**config.mk**
```make
export PLATFORM = sky130hd
export DESIGN_NAME = hky_emit
export DESIGN_NICKNAME = d
export VERILOG_FILES = /design/src/design/hky_pkg.sv /design/src/design/hky_emit.sv
export SDC_FILE = /design/constraint.sdc
export NUM_CORES = 1
export LEC_CHECK = 0
export BUFFER_PORTS_ARGS = -buffer_cell sky130_fd_sc_hd__buf_2
export CELL_PAD_IN_SITES_DETAIL_PLACEMENT = 2
export CELL_PAD_IN_SITES_GLOBAL_PLACEMENT = 2
export CORE_MARGIN = 3
export CORE_UTILIZATION = 35
export CTS_BUF_LIST = sky130_fd_sc_hd__clkbuf_16
export DETAILED_ROUTE_END_ITERATION = 8
export PLACE_DENSITY = 0.78
export SLEW_MARGIN = 20
export SYNTH_ARGS = -nofsm -noshare
export SYNTH_HDL_FRONTEND = slang
export SYNTH_SLANG_ARGS = --single-unit
```
**constraint.sdc**
```tcl
create_clock -name clk -period 31.3 [get_ports clk]
set_input_delay 1.565 -clock clk [delete_from_list [all_inputs] [get_ports clk]]
set_output_delay 1.565 -clock clk [all_outputs]
set_load 0.01 [all_outputs]
```
**src/design/hky_pkg.sv**
```systemverilog
`timescale 1ns / 1ps
// Shared types and constants for the HKY85 transition probability block.
// Used by every module of the block; depends on nothing.
package hky_pkg;

  localparam int CfgIndexW = 3;
  localparam int CfgDataW  = 16;

  localparam logic [CfgIndexW-1:0] REG_PI_A  = 3'd0;
  localparam logic [CfgIndexW-1:0] REG_PI_C  = 3'd1;
  localparam logic [CfgIndexW-1:0] REG_PI_G  = 3'd2;
  localparam logic [CfgIndexW-1:0] REG_PI_T  = 3'd3;
  localparam logic [CfgIndexW-1:0] REG_KAPPA = 3'd4;

  localparam logic [15:0] PI_RESET    = 16'd16384;
  localparam logic [15:0] KAPPA_RESET = 16'd256;

  localparam int QUEUE_DEPTH = 4;

  localparam logic [16:0] PROB_ONE = 17'd65536;

  typedef struct packed {
    logic [15:0] pi_a;
    logic [15:0] pi_c;
    logic [15:0] pi_g;
    logic [15:0] pi_t;
    logic [15:0] kappa;
  } cfg_t;

  typedef struct packed {
    logic [23:0] t;
    logic        inv;
  } item_t;

  typedef struct packed {
    logic        inv;
    logic [16:0] p00;
    logic [16:0] p02;
    logic [16:0] p11;
    logic [16:0] p13;
    logic [16:0] p20;
    logic [16:0] p22;
    logic [16:0] p31;
    logic [16:0] p33;
    logic [16:0] oa;
    logic [16:0] oc;
    logic [16:0] og;
    logic [16:0] ot;
  } mat_t;

  typedef struct packed {
    logic        start;
    logic [63:0] a;
    logic [63:0] b;
  } mul_req_t;

  typedef struct packed {
    logic         done;
    logic [127:0] p;
  } mul_rsp_t;

  typedef struct packed {
    logic        start;
    logic [63:0] num;
    logic [63:0] den;
    logic [6:0]  steps;
  } div_req_t;

  typedef struct packed {
    logic        done;
    logic [63:0] q;
  } div_rsp_t;

endpackage

```
**src/design/hky_emit.sv**
```systemverilog
`timescale 1ns / 1ps
// Result stage: holds one finished matrix and sends it as four row words.
// Depends on hky_pkg.
module hky_emit
  import hky_pkg::*;
(
  input  logic        clk,
  input  logic        rst,
  input  logic        mat_valid,
  output logic        mat_ready,
  input  mat_t        mat,
  output logic        out_valid,
  input  logic        out_stall,
  output logic [1:0]  from_base,
  output logic [16:0] prob_to_a,
  output logic [16:0] prob_to_c,
  output logic [16:0] prob_to_g,
  output logic [16:0] prob_to_t,
  output logic        invalid,
  output logic        last_row
);

  mat_t       m;
  logic       valid;
  logic [1:0] row;

  assign mat_ready = !valid;
  assign out_valid = valid;
  assign from_base = row;
  assign last_row  = (row == 2'd3);
  assign invalid   = m.inv;

  always_comb begin
    case (row)
      2'd0: begin
        prob_to_a = m.p00; prob_to_c = m.oc;  prob_to_g = m.p02; prob_to_t = m.ot;
      end
      2'd1: begin
        prob_to_a = m.oa;  prob_to_c = m.p11; prob_to_g = m.og;  prob_to_t = m.p13;
      end
      2'd2: begin
        prob_to_a = m.p20; prob_to_c = m.oc;  prob_to_g = m.p22; prob_to_t = m.ot;
      end
      default: begin
        prob_to_a = m.oa;  prob_to_c = m.p31; prob_to_g = m.og;  prob_to_t = m.p33;
      end
    endcase
    if (m.inv) begin
      prob_to_a = '0;
      prob_to_c = '0;
      prob_to_g = '0;
      prob_to_t = '0;
    end
  end

  always_ff @(posedge clk) begin
    if (mat_valid && !valid) begin
      m <= mat;
    end
  end

  always_ff @(posedge clk) begin
    if (rst) begin
      valid <= 1'b0;
      row   <= '0;
    end else if (mat_valid && !valid) begin
      valid <= 1'b1;
      row   <= '0;
    end else if (valid && !out_stall) begin
      row <= row + 1'b1;
      if (row == 2'd3) begin
        valid <= 1'b0;
      end
    end
  end

endmodule

```
==> impl_results.rst, run 1 <==
.. list-table::
   :header-rows: 1

   * - Metric
     - Value
   * - CTS Root Cell
     - sky130_fd_sc_hd__clkbuf_16
   * - Leakage power total
     - around 4.1 nW
   * - Power per standard cell area
     - approximately 61 nW/um^2
   * - Internal
     - about 0.5 mW
   * - Syn nets
     - around 680
   * - Via count of the first global-routing pass
     - 6085
   * - Register share of total power
     - 50.9%
   * - Worst slew pin tran
     - 1.024 ns
   * - Area of the mapped netlist
     - just over 8000 sq um
   * - FF/Latch Area
     - 6216 sq um
   * - I/O pins
     - 283
   * - Maximum fanout along the worst path
     - 37
   * - Psw
     - 0.1486 mW
   * - Via-to-Cell Ratio
     - ~5
   * - Multi-input logic area
     - ~1700 sq um
   * - Total of warnings raised by yosys
     - 0
   * - Skew-Pair Late Insertion Delay
     - roughly 0.51 ns
   * - Final number of max-transition violations
     - 0
   * - Proportion of total power due to net switching
     - between 20% and 30%
   * - Hold-fix buffer count after cts
     - 0
   * - Resized cells post-CTS
     - 0
   * - Count of input and output buffers
     - roughly 280
   * - Reg-to-Reg Start
     - out_valid$_SDFFE_PP0P_
   * - Number of distinct library cell variants in the gate-level netlist after synthesis
     - 27
   * - Number of clock buffers inserted by TritonCTS
     - 25
   * - Share of the clock period used by the worst path
     - 15.59%
   * - Clock-pin slew on the worst setup and hold paths
     - around 0.060 ns
   * - Slew Limit Headroom
     - between 30% and 40%
   * - Global router's overall resource usage
     - between 10% and 20%
   * - Number of endpoints with negative hold slack in the final report
     - 0
   * - Routed vias
     - about 5300
   * - Fill cell total of the finished layout
     - 2231
   * - Die ar.
     - approximately 25000 sq um
   * - Global-route congestion overflow total
     - 0
   * - Worst hold stages
     - 2
   * - Number of instances in the synthesized netlist
     - around 470
   * - R2r setup slk
     - between 20 and 30 ns
   * - CP Data Arrival Time
     - ~3.3 ns
   * - Post-CTS Setup Inserts
     - 0
   * - Capturing point of the worst reg2reg path
     - m[120]$_DFFE_PP_
   * - Routed wire length
     - between 20000 and 30000 microns
   * - Final core area utilization
     - a little under half
   * - Worst clock skew
     - approximately 0.009 ns
   * - Die Height
     - 158.9 microns
   * - Run status
     - finished clean
   * - HPWL after detailed placement
     - approximately 17000 microns
   * - Maximum number of pins on one net before global-route repair
     - ~200
   * - FMAX
     - a little over 200 MHz
   * - Min-delay worst type
     - reg2reg
   * - Fraction of final layout cells sized beyond drive strength 1
     - between 50% and 60%
   * - Final weighted congestion in routability-driven placement
     - approximately 0.77
   * - FP Rows
     - 55
   * - Final critical path time including I/O delays and setup
     - 4.879 ns
   * - Critical path class
     - reg2out
   * - Peak supply drop
     - approximately 32 uV
   * - Clock tree from TritonCTS
     - done
   * - Initial DRC Count
     - between 200 and 300
   * - Clock network fraction of total power
     - between 40% and 50%
   * - Number of endpoints failing setup at the final stage
     - 0
   * - Max-cap viol count
     - 0
   * - Req. time, crit path
     - between 20 and 30 ns
   * - Hold path startpoint
     - from_base[1]$_SDFFE_PP0P_
   * - Worst setup EP type
     - output pin
   * - Unrepaired setup endpoints after global routing
     - no
   * - Synth-to-layout area growth
     - 29.25%
   * - Number of antenna violations at the first check in global routing
     - 6
   * - Share of the yosys chip area belonging to registers
     - between 70% and 80%
   * - Gate power share
     - under 10%
   * - Pre-antenna DRT Iters
     - 4
   * - Max Buffers Root-to-Sink
     - 3
   * - Net count, final
     - between 900 and 1000
   * - Die Span X
     - around 160 microns
   * - Worst setup SP type
     - flip-flop
   * - DR WL/cell
     - between 20 and 25 microns
   * - First-pass GRT wire length
     - around 38000 microns
   * - Endpoint of the worst hold path
     - from_base[1]$_SDFFE_PP0P_
   * - Number of clock sinks seen by CTS
     - ~210
   * - Core region area
     - 22780 sq um
   * - Mean area per synthesized cell
     - 17.48 sq um
   * - Initial cell density of the core
     - 35.91%
   * - Aggregate negative setup slack
     - 0 ns
   * - H-tree depth
     - 1
   * - Final ANT Viol Nets
     - 0
   * - Synthesized flop and latch total
     - between 200 and 250
   * - Remaining design rule violation count
     - 0
   * - Number of cells on the worst reg-to-reg path
     - 3
Yosys cell counts:
| library cell | number | share of area [%] |
|---|---|---|
| sky130_fd_sc_hd__nor3_2 | 20 | 2.4 |
| sky130_fd_sc_hd__buf_4 | 6 | 0.55 |
| sky130_fd_sc_hd__a21oi_2 | 5 | 0.54 |
| sky130_fd_sc_hd__nor2_1 | 2 | 0.092 |
| sky130_fd_sc_hd__buf_6 | 7 | 0.96 |
| sky130_fd_sc_hd__nor2_8 | 1 | 0.24 |
| sky130_fd_sc_hd__xnor2_1 | 1 | 0.11 |
| sky130_fd_sc_hd__nor3b_1 | 1 | 0.092 |
| sky130_fd_sc_hd__inv_1 | 4 | 0.18 |
| sky130_fd_sc_hd__a211oi_1 | 1 | 0.092 |
| sky130_fd_sc_hd__a21oi_1 | 33 | 2.0 |
| sky130_fd_sc_hd__a221oi_1 | 3 | 0.32 |
| sky130_fd_sc_hd__o21ai_0 | 3 | 0.18 |
| sky130_fd_sc_hd__buf_2 | 12 | 0.73 |
| sky130_fd_sc_hd__nor2b_1 | 34 | 2.6 |
| sky130_fd_sc_hd__and2_1 | 1 | 0.077 |
| sky130_fd_sc_hd__ha_1 | 5 | 0.76 |
| sky130_fd_sc_hd__a221oi_2 | 31 | 5.7 |
| sky130_fd_sc_hd__clkbuf_2 | 1 | 0.061 |
| sky130_fd_sc_hd__a22oi_1 | 34 | 3.1 |
| sky130_fd_sc_hd__dfxtp_1 | 3 | 0.73 |
| sky130_fd_sc_hd__nand2_1 | 35 | 1.6 |
| sky130_fd_sc_hd__nor3_1 | 12 | 0.73 |
| sky130_fd_sc_hd__edfxtp_1 | 205 | 75 |
| sky130_fd_sc_hd__inv_2 | 1 | 0.046 |
| sky130_fd_sc_hd__buf_8 | 3 | 0.55 |
| sky130_fd_sc_hd__clkbuf_1 | 4 | 0.18 |
worst max-delay path: stages, from the launching register on:
cell and delay (ns):
sky130_fd_sc_hd__dfxtp_1 0.38, sky130_fd_sc_hd__inv_2 0.73, sky130_fd_sc_hd__ha_2 0.93, sky130_fd_sc_hd__nor2_8 0.26, sky130_fd_sc_hd__nand2_1 0.15, sky130_fd_sc_hd__a21oi_1 0.11
sky130_fd_sc_hd__buf_2 0.21
how the worst max path moves through the flow:
stage / start / end / slack [ns] / cells past startpoint
floorplan: mat_valid / invalid$_DFFE_PP_ / 20.10 / 1
global placement: from_base[0]$_SDFFE_PP0P_ / prob_to_g[16] / 26.93 / 6
detailed placement: from_base[0]$_SDFFE_PP0P_ / prob_to_g[11] / 26.80 / 6
CTS: from_base[0]$_SDFFE_PP0P_ / prob_to_g[11] / 26.27 / 6
global route: from_base[0]$_SDFFE_PP0P_ / prob_to_g[8] / 26.11 / 6
finish: from_base[0]$_SDFFE_PP0P_ / prob_to_g[11] / 26.42 / 6
cell type report:
class	instances	area share (%)
Sequential cell	208	58.80
Multi-Input combinational cell	222	16.20
Timing Repair Buffer	287	14.01
Clock buffer	25	5.918
Tap cell	313	3.705
Clock inverter	19	1.042
Inverter	5	0.1775
Antenna cell	6	0.1420
state kept, by name, indices dropped and copies added, names as in the netlist:
register   flops
m            204
from_base      2
invalid        1
out_valid      1
cells by family after synthesis:
logic type	share of synthesized area, %
compound gates	11.96
xor+xnor	0.1071
fa+ha+maj	0.7649
buf+inv	3.273
flops	76.00
simple gates	7.894
placed cells by master (no fill, tap or decap), types with 4 or more instances in the layout:
cell                        instances
sky130_fd_sc_hd__a21oi_1           33
sky130_fd_sc_hd__a21oi_2            5
sky130_fd_sc_hd__a221oi_2          31
sky130_fd_sc_hd__a22oi_1           34
sky130_fd_sc_hd__buf_2            282
sky130_fd_sc_hd__clkbuf_16         25
sky130_fd_sc_hd__clkinv_1           6
sky130_fd_sc_hd__clkinv_2           6
sky130_fd_sc_hd__diode_2            6
sky130_fd_sc_hd__edfxtp_1         205
sky130_fd_sc_hd__ha_2               4
sky130_fd_sc_hd__inv_1              9
sky130_fd_sc_hd__nand2_1           35
sky130_fd_sc_hd__nor2b_1           33
sky130_fd_sc_hd__nor3_1            12
sky130_fd_sc_hd__nor3_2            20
per-stage QoR:
step | instances | area (sq um) | hold slack [ns] | setup slack, ns | power [mW]
3_5_place_dp | 1034 | 9793 | 0.5926 | 26.80 | 0.3922
4_1_cts | 1078 | 10530 | 0.6044 | 26.27 | 0.6594
2_1_floorplan | 468 | 8179 | 0.5515 | 20.10 | 0.3675
5_1_grt | 1085 | 10570 | 0.6398 | 26.11 | 0.6761
6_report | 1085 | 10570 | 0.5994 | 26.42 | 0.6493
3_3_place_gp | 1034 | 9793 | 0.5743 | 26.93 | 0.3873
power by group through the flow:
stage / sequential [mW] / clock (mW) / combinational (mW)
2_1_floorplan: 0.339 / 0 / 0.0281
5_1_grt: 0.332 / 0.284 / 0.0602
6_report: 0.331 / 0.263 / 0.0553
3_3_place_gp: 0.335 / 0 / 0.0522
3_5_place_dp: 0.337 / 0 / 0.0554
4_1_cts: 0.331 / 0.272 / 0.0558
routing by layer:
layer	track usage [%]	part of all wire, %
met1	21.10	36
met2	37.16	57
met3	3.679	4.3
met4	6.128	2.6
met5	0	0
Note: power is estimated with default switching activity, not from simulation.
==> inputs of run 2 (changes only) <==
--- a/config.mk
+++ b/config.mk
@@ -5,14 +5,15 @@
 export SDC_FILE = /design/constraint.sdc
 export NUM_CORES = 1
 export LEC_CHECK = 0
+export ABC_AREA = 1
 export BUFFER_PORTS_ARGS = -buffer_cell sky130_fd_sc_hd__buf_2
 export CELL_PAD_IN_SITES_DETAIL_PLACEMENT = 2
 export CELL_PAD_IN_SITES_GLOBAL_PLACEMENT = 2
 export CORE_MARGIN = 3
-export CORE_UTILIZATION = 35
+export CORE_UTILIZATION = 31
 export CTS_BUF_LIST = sky130_fd_sc_hd__clkbuf_16
 export DETAILED_ROUTE_END_ITERATION = 8
-export PLACE_DENSITY = 0.78
+export PLACE_DENSITY = 0.76
 export SLEW_MARGIN = 20
 export SYNTH_ARGS = -nofsm -noshare
 export SYNTH_HDL_FRONTEND = slang
==> constraint.sdc (replaced) <==
create_clock -name clk -period 4.9 [get_ports clk]
set_input_delay 0.245 -clock clk [delete_from_list [all_inputs] [get_ports clk]]
set_output_delay 0.245 -clock clk [all_outputs]
set_load 0.01 [all_outputs]
==> run 2 against run 1 <==
  * Clock-buffer cell count did not move
  * Power grew to 6.8 times the previous value
  * Via count increased by 36%
  * Die area grew 15%
  * Synthesized area is 2.6% higher
  * Non-clock buffer count up 208
  * Hold slack worse by 0.55 ns
  * Largest cell class unchanged
  * Largest power group unchanged
==> impl_results.rst, run 2 <==
.. list-table::
   :header-rows: 1

   * - Metric
     - Value
   * - Run status
     - finished clean (unchanged)
   * - Unrepaired setup endpoints after global routing
     - no (unchanged)
   * - FMAX
     - around 300 MHz
   * - Global-route congestion overflow total
     - 0 (unchanged)
   * - Critical path class
     - reg2out (unchanged)
   * - Most common library cells after synthesis
     - 233 x sky130_fd_sc_hd__nand2_1, 205 x sky130_fd_sc_hd__edfxtp_1, 74 x sky130_fd_sc_hd__inv_1 (was 205 x sky130_fd_sc_hd__edfxtp_1, 35 x sky130_fd_sc_hd__nand2_1, 34 x sky130_fd_sc_hd__a22oi_1, 34 x sky130_fd_sc_hd__nor2b_1, 33 x sky130_fd_sc_hd__a21oi_1)
   * - Mean area per synthesized cell
     - 11.83 sq um (was 17.48 sq um)
   * - Leading register cell type out of synthesis
     - sky130_fd_sc_hd__edfxtp_1 (unchanged)
   * - Syn nets
     - 923 (was 682)
   * - Number of instances in the synthesized netlist
     - 709 (was 468)
   * - Total of warnings raised by yosys
     - 0 (unchanged)
   * - Largest delay contributor family on the critical path
     - simple AND/OR/NAND/NOR gates (was buffers and inverters)
   * - Power per standard cell area
     - 341.1 nW/um^2 (was 61.42 nW/um^2)
   * - Routed vias
     - 7247 (was 5332)
   * - Register share of total power
     - 48.0% (was 50.9%)
   * - Maximum number of pins on one net before global-route repair
     - 118 (was 206)
   * - Synth-to-layout area growth
     - 53.98% (was 29.25%)
   * - Number of enable-type register cells in the synthesized netlist
     - 205 (unchanged)
   * - Worst setup SP type
     - flip-flop (unchanged)
   * - Commonest non-fill, non-tap cells in the layout
     - 282 x sky130_fd_sc_hd__buf_2, 233 x sky130_fd_sc_hd__nand2_1, 206 x sky130_fd_sc_hd__dlygate4sd3_1, 205 x sky130_fd_sc_hd__edfxtp_1, 77 x sky130_fd_sc_hd__inv_1 (was 282 x sky130_fd_sc_hd__buf_2, 205 x sky130_fd_sc_hd__edfxtp_1, 35 x sky130_fd_sc_hd__nand2_1, 34 x sky130_fd_sc_hd__a22oi_1)
   * - Worst setup EP type
     - output pin (unchanged)
   * - Count of input and output buffers
     - 282 (unchanged)
   * - Routed wire length
     - 34760 microns (was 25060 microns)
   * - Number of distinct library cell variants in the gate-level netlist after synthesis
     - 19 (was 27)
   * - Proportion of total power due to net switching
     - 24.17% (was 22.89%)
   * - CTS Root Cell
     - sky130_fd_sc_hd__clkbuf_16 (unchanged)
   * - Number of clock sinks seen by CTS
     - 208 (unchanged)
   * - Worst slew pin tran
     - 0.9388 ns (was 1.024 ns)
   * - Peak supply drop
     - 255.5 uV (was 32.28 uV)
   * - Largest Register
     - m (unchanged)
   * - Aggregate negative setup slack
     - 0 ns (unchanged)
   * - Leakage power total
     - 5.804 nW (was 4.059 nW)
   * - Critical-path top delay cell
     - sky130_fd_sc_hd__nor2_8 (was sky130_fd_sc_hd__ha_2)
   * - Initial DRC Count
     - 443 (was 268)
   * - Fill cell total of the finished layout
     - 2671 (was 2231)
   * - Ys async rst share
     - 0% (unchanged)
   * - Leading cell type in the layout, fill and taps excluded
     - sky130_fd_sc_hd__buf_2 (unchanged)
   * - Initial cell density of the core
     - 31.83% (was 35.91%)
   * - R2r setup slk
     - 2.35 ns (was 29.33 ns)
   * - Final ANT Viol Nets
     - 0 (unchanged)
   * - Worst clock skew
     - 0.007195 ns (was 0.008992 ns)
   * - Endpoint of the worst hold path
     - from_base[1]$_SDFFE_PP0P_ (unchanged)
   * - DR WL/cell
     - 22.39 microns (was 23.10 microns)
   * - Number of endpoints failing setup at the final stage
     - 0 (unchanged)
   * - Synthesized flop and latch total
     - 208 (unchanged)
   * - Hold path startpoint
     - out_stall (was from_base[1]$_SDFFE_PP0P_)
   * - Global router's overall resource usage
     - 23.40% (was 19.24%)
   * - Die Span X
     - 170.5 microns (was 158.9 microns)
   * - Largest area contributor in the netlist
     - sky130_fd_sc_hd__edfxtp_1 (unchanged)
   * - Max Buffers Root-to-Sink
     - 3 (unchanged)
   * - Dominant cells by area after synthesis
     - sky130_fd_sc_hd__edfxtp_1 73%, sky130_fd_sc_hd__nand2_1 10%, sky130_fd_sc_hd__inv_1 3.3% (was sky130_fd_sc_hd__edfxtp_1 75%, sky130_fd_sc_hd__a221oi_2 5.7%, sky130_fd_sc_hd__a22oi_1 3.1%)
   * - Maximum fanout along the worst path
     - 36 (was 37)
   * - Final weighted congestion in routability-driven placement
     - 0.7741 (was 0.7680)
   * - Total Power Consumption
     - 4.405 mW (was 0.6493 mW)
   * - Max reg flops
     - 204 (unchanged)
   * - Core region area
     - 26350 sq um (was 22780 sq um)
   * - Final number of max-transition violations
     - 0 (unchanged)
   * - Via-to-Cell Ratio
     - 4.669 (was 4.914)
   * - Worst hold stages
     - 4 (was 2)
   * - Die Height
     - 170.5 microns (was 158.9 microns)
   * - Internal
     - 3.341 mW (was 0.5007 mW)
   * - FP Rows
     - 59 (was 55)
   * - Clock network fraction of total power
     - 40.5% (about the same)
   * - First-pass GRT wire length
     - 51230 microns (was 37540 microns)
   * - Clock-pin slew on the worst setup and hold paths
     - 0.06 ns (about the same)
   * - Number of antenna violations at the first check in global routing
     - 4 (was 6)
   * - Psw
     - 1.065 mW (was 0.1486 mW)
   * - Via count of the first global-routing pass
     - 8538 (was 6085)
   * - Standard cell area after detailed placement
     - 10090 sq um (was 9793 sq um)
   * - Non-filler cells in the finished layout
     - 1552 (was 1085)
   * - I/O pins
     - 283 (unchanged)
   * - Req. time, crit path
     - 4.66 ns (was 29.74 ns)
   * - HPWL after detailed placement
     - 17550 microns (was 16840 microns)
   * - Net count, final
     - 1413 (was 963)
   * - Min-delay worst type
     - in2reg (was reg2reg)
   * - Library cell with the highest instance count after synthesis
     - sky130_fd_sc_hd__nand2_1 (was sky130_fd_sc_hd__edfxtp_1)
   * - Resized cells post-CTS
     - 0 (unchanged)
   * - Number of cells on the worst reg-to-reg path
     - 4 (was 3)
   * - Gate power share
     - 11.6% (was 8.5%)
   * - Capturing point of the worst reg2reg path
     - m[138]$_DFFE_PP_ (was m[120]$_DFFE_PP_)
   * - Combined buffer and inverter count along the critical path
     - 3 (was 2)
   * - Number of endpoints with negative hold slack in the final report
     - 0 (unchanged)
   * - Placed cell count
     - 1301 (was 1034)
   * - Cell-by-cell trace of the critical path
     - clkinv_1 > buf_4 > ha_2 > nor2_8 > nand2_1 > a21oi_1 > buf_2 (was inv_2 > ha_2 > nor2_8 > nand2_1 > a21oi_1 > buf_2)
   * - Clock tree from TritonCTS
     - done (unchanged)
   * - Largest stage delay on the critical path
     - 0.62 ns (was 0.93 ns)
   * - Share of the yosys chip area belonging to registers
     - 74.11% (was 76.00%)
   * - Area of the mapped netlist
     - 8388 sq um (was 8179 sq um)
   * - Reg-to-Reg Start
     - out_valid$_SDFFE_PP0P_ (unchanged)
   * - Max-cap viol count
     - 0 (unchanged)
   * - Fraction of final layout cells sized beyond drive strength 1
     - 28.45% (was 50.00%)
   * - Final critical path time including I/O delays and setup
     - 3.314 ns
   * - Remaining design rule violation count
     - 0 (unchanged)
   * - Share of the clock period used by the worst path
     - about two thirds
   * - Skew-Pair Late Insertion Delay
     - 0.51 ns (about the same)
   * - Share of the synthesized area in the top cell type
     - 73.39% (was 75.26%)
   * - H-tree depth
     - 1 (unchanged)
   * - Non-Filler Cell Area, Final
     - 12920 sq um (was 10570 sq um)
   * - Number of clock buffers inserted by TritonCTS
     - 25 (unchanged)
   * - Pre-antenna DRT Iters
     - 4 (unchanged)
   * - Slew Limit Headroom
     - 37.28% (was 31.73%)
   * - CP Data Arrival Time
     - 3.07 ns (was 3.31 ns)
   * - Die ar.
     - 29070 sq um (was 25240 sq um)
[run 2: cell families (layout without fill, tap and decap cells)]
kind of cell | count (synthesis) | count (layout) | share of synthesized area (%)
adders and majority gates | 5 | 5 | 0.7458
DFF | 208 | 208 | 74.10
and+or+nand+nor | 349 | 349 | 16.60
AOI/OAI and AO/OA | 39 | 39 | 2.774
other | 0 | 1 | 0
buffers and inverters | 108 | 615 | 5.773
[run 2: how the worst max path moves through the flow]
| stage | cells after the start | endpoint | slack (ns) | start |
|---|---|---|---|---|
| after detailed placement | 7 | prob_to_a[11] | 2.07 | from_base[0]$_SDFFE_PP0P_ |
| after CTS | 7 | prob_to_a[11] | 1.48 | from_base[0]$_SDFFE_PP0P_ |
| after global placement | 8 | prob_to_c[16] | 2.21 | from_base[0]$_SDFFE_PP0P_ |
| final | 7 | prob_to_g[1] | 1.59 | from_base[0]$_SDFFE_PP0P_ |
| after floorplan | 3 | invalid$_DFFE_PP_ | 0.81 | out_valid$_SDFFE_PP0P_ |
| after global routing | 7 | prob_to_g[1] | 1.35 | from_base[0]$_SDFFE_PP0P_ |
[run 2: repair_timing]
item	CTS	global route
hold buffers	206	0
hold endpoints to repair	207	0
buffers inserted	0	0
[run 2: power by group through the flow]
stage                     logic, mW  clock network (mW)  registers (mW)
final                         0.510                1.78            2.11
after global routing          0.555                1.89            2.12
after CTS                     0.484                1.79            2.10
after detailed placement      0.346                   0            2.14
after global placement        0.333                   0            2.14
after floorplan               0.165                   0            2.14
[run 2: through the flow]
stage / hold slack, ns / util (%) / setup WS [ns]
2_1_floorplan: 0.3439 / - / 0.8079
5_1_grt: 0.04130 / 49.01 / 1.349
4_1_cts: 0.005089 / 49.00 / 1.482
3_5_place_dp: 0.4234 / 38.30 / 2.073
6_report: 0.05412 / 49.01 / 1.586
3_3_place_gp: 0.4220 / 38.30 / 2.209
[run 2: metal layers]
layer / track usage [%] / share of wire, %
met5: 0 / 0.066
met4: 7.619 / 3.0
met3: 4.783 / 5.5
met2: 43.65 / 52
met1: 26.77 / 39
[run 2: layout make-up]
| cell class | instances | area [sq um] | share of cell area [%] |
|---|---|---|---|
| multi-input cells | 393 | 1693 | 13.11 |
| flip-flops and latches | 208 | 6216 | 48.13 |
| clock inverters | 19 | 132.6 | 1.027 |
| clock buffers | 25 | 625.6 | 4.844 |
| well taps | 335 | 419.2 | 3.245 |
| diodes | 1 | 2.502 | 0.01937 |
| inverters | 76 | 289.0 | 2.238 |
| repair buffers | 495 | 3538 | 27.40 |
[run 2: worst reg2reg max path: stages, from the launching register on]
cell and delay, ns:
sky130_fd_sc_hd__dfxtp_1 0.41, sky130_fd_sc_hd__inv_1 0.12, sky130_fd_sc_hd__nand2_1 0.14, sky130_fd_sc_hd__clkinvlp_4 0.75, sky130_fd_sc_hd__buf_12 0.55
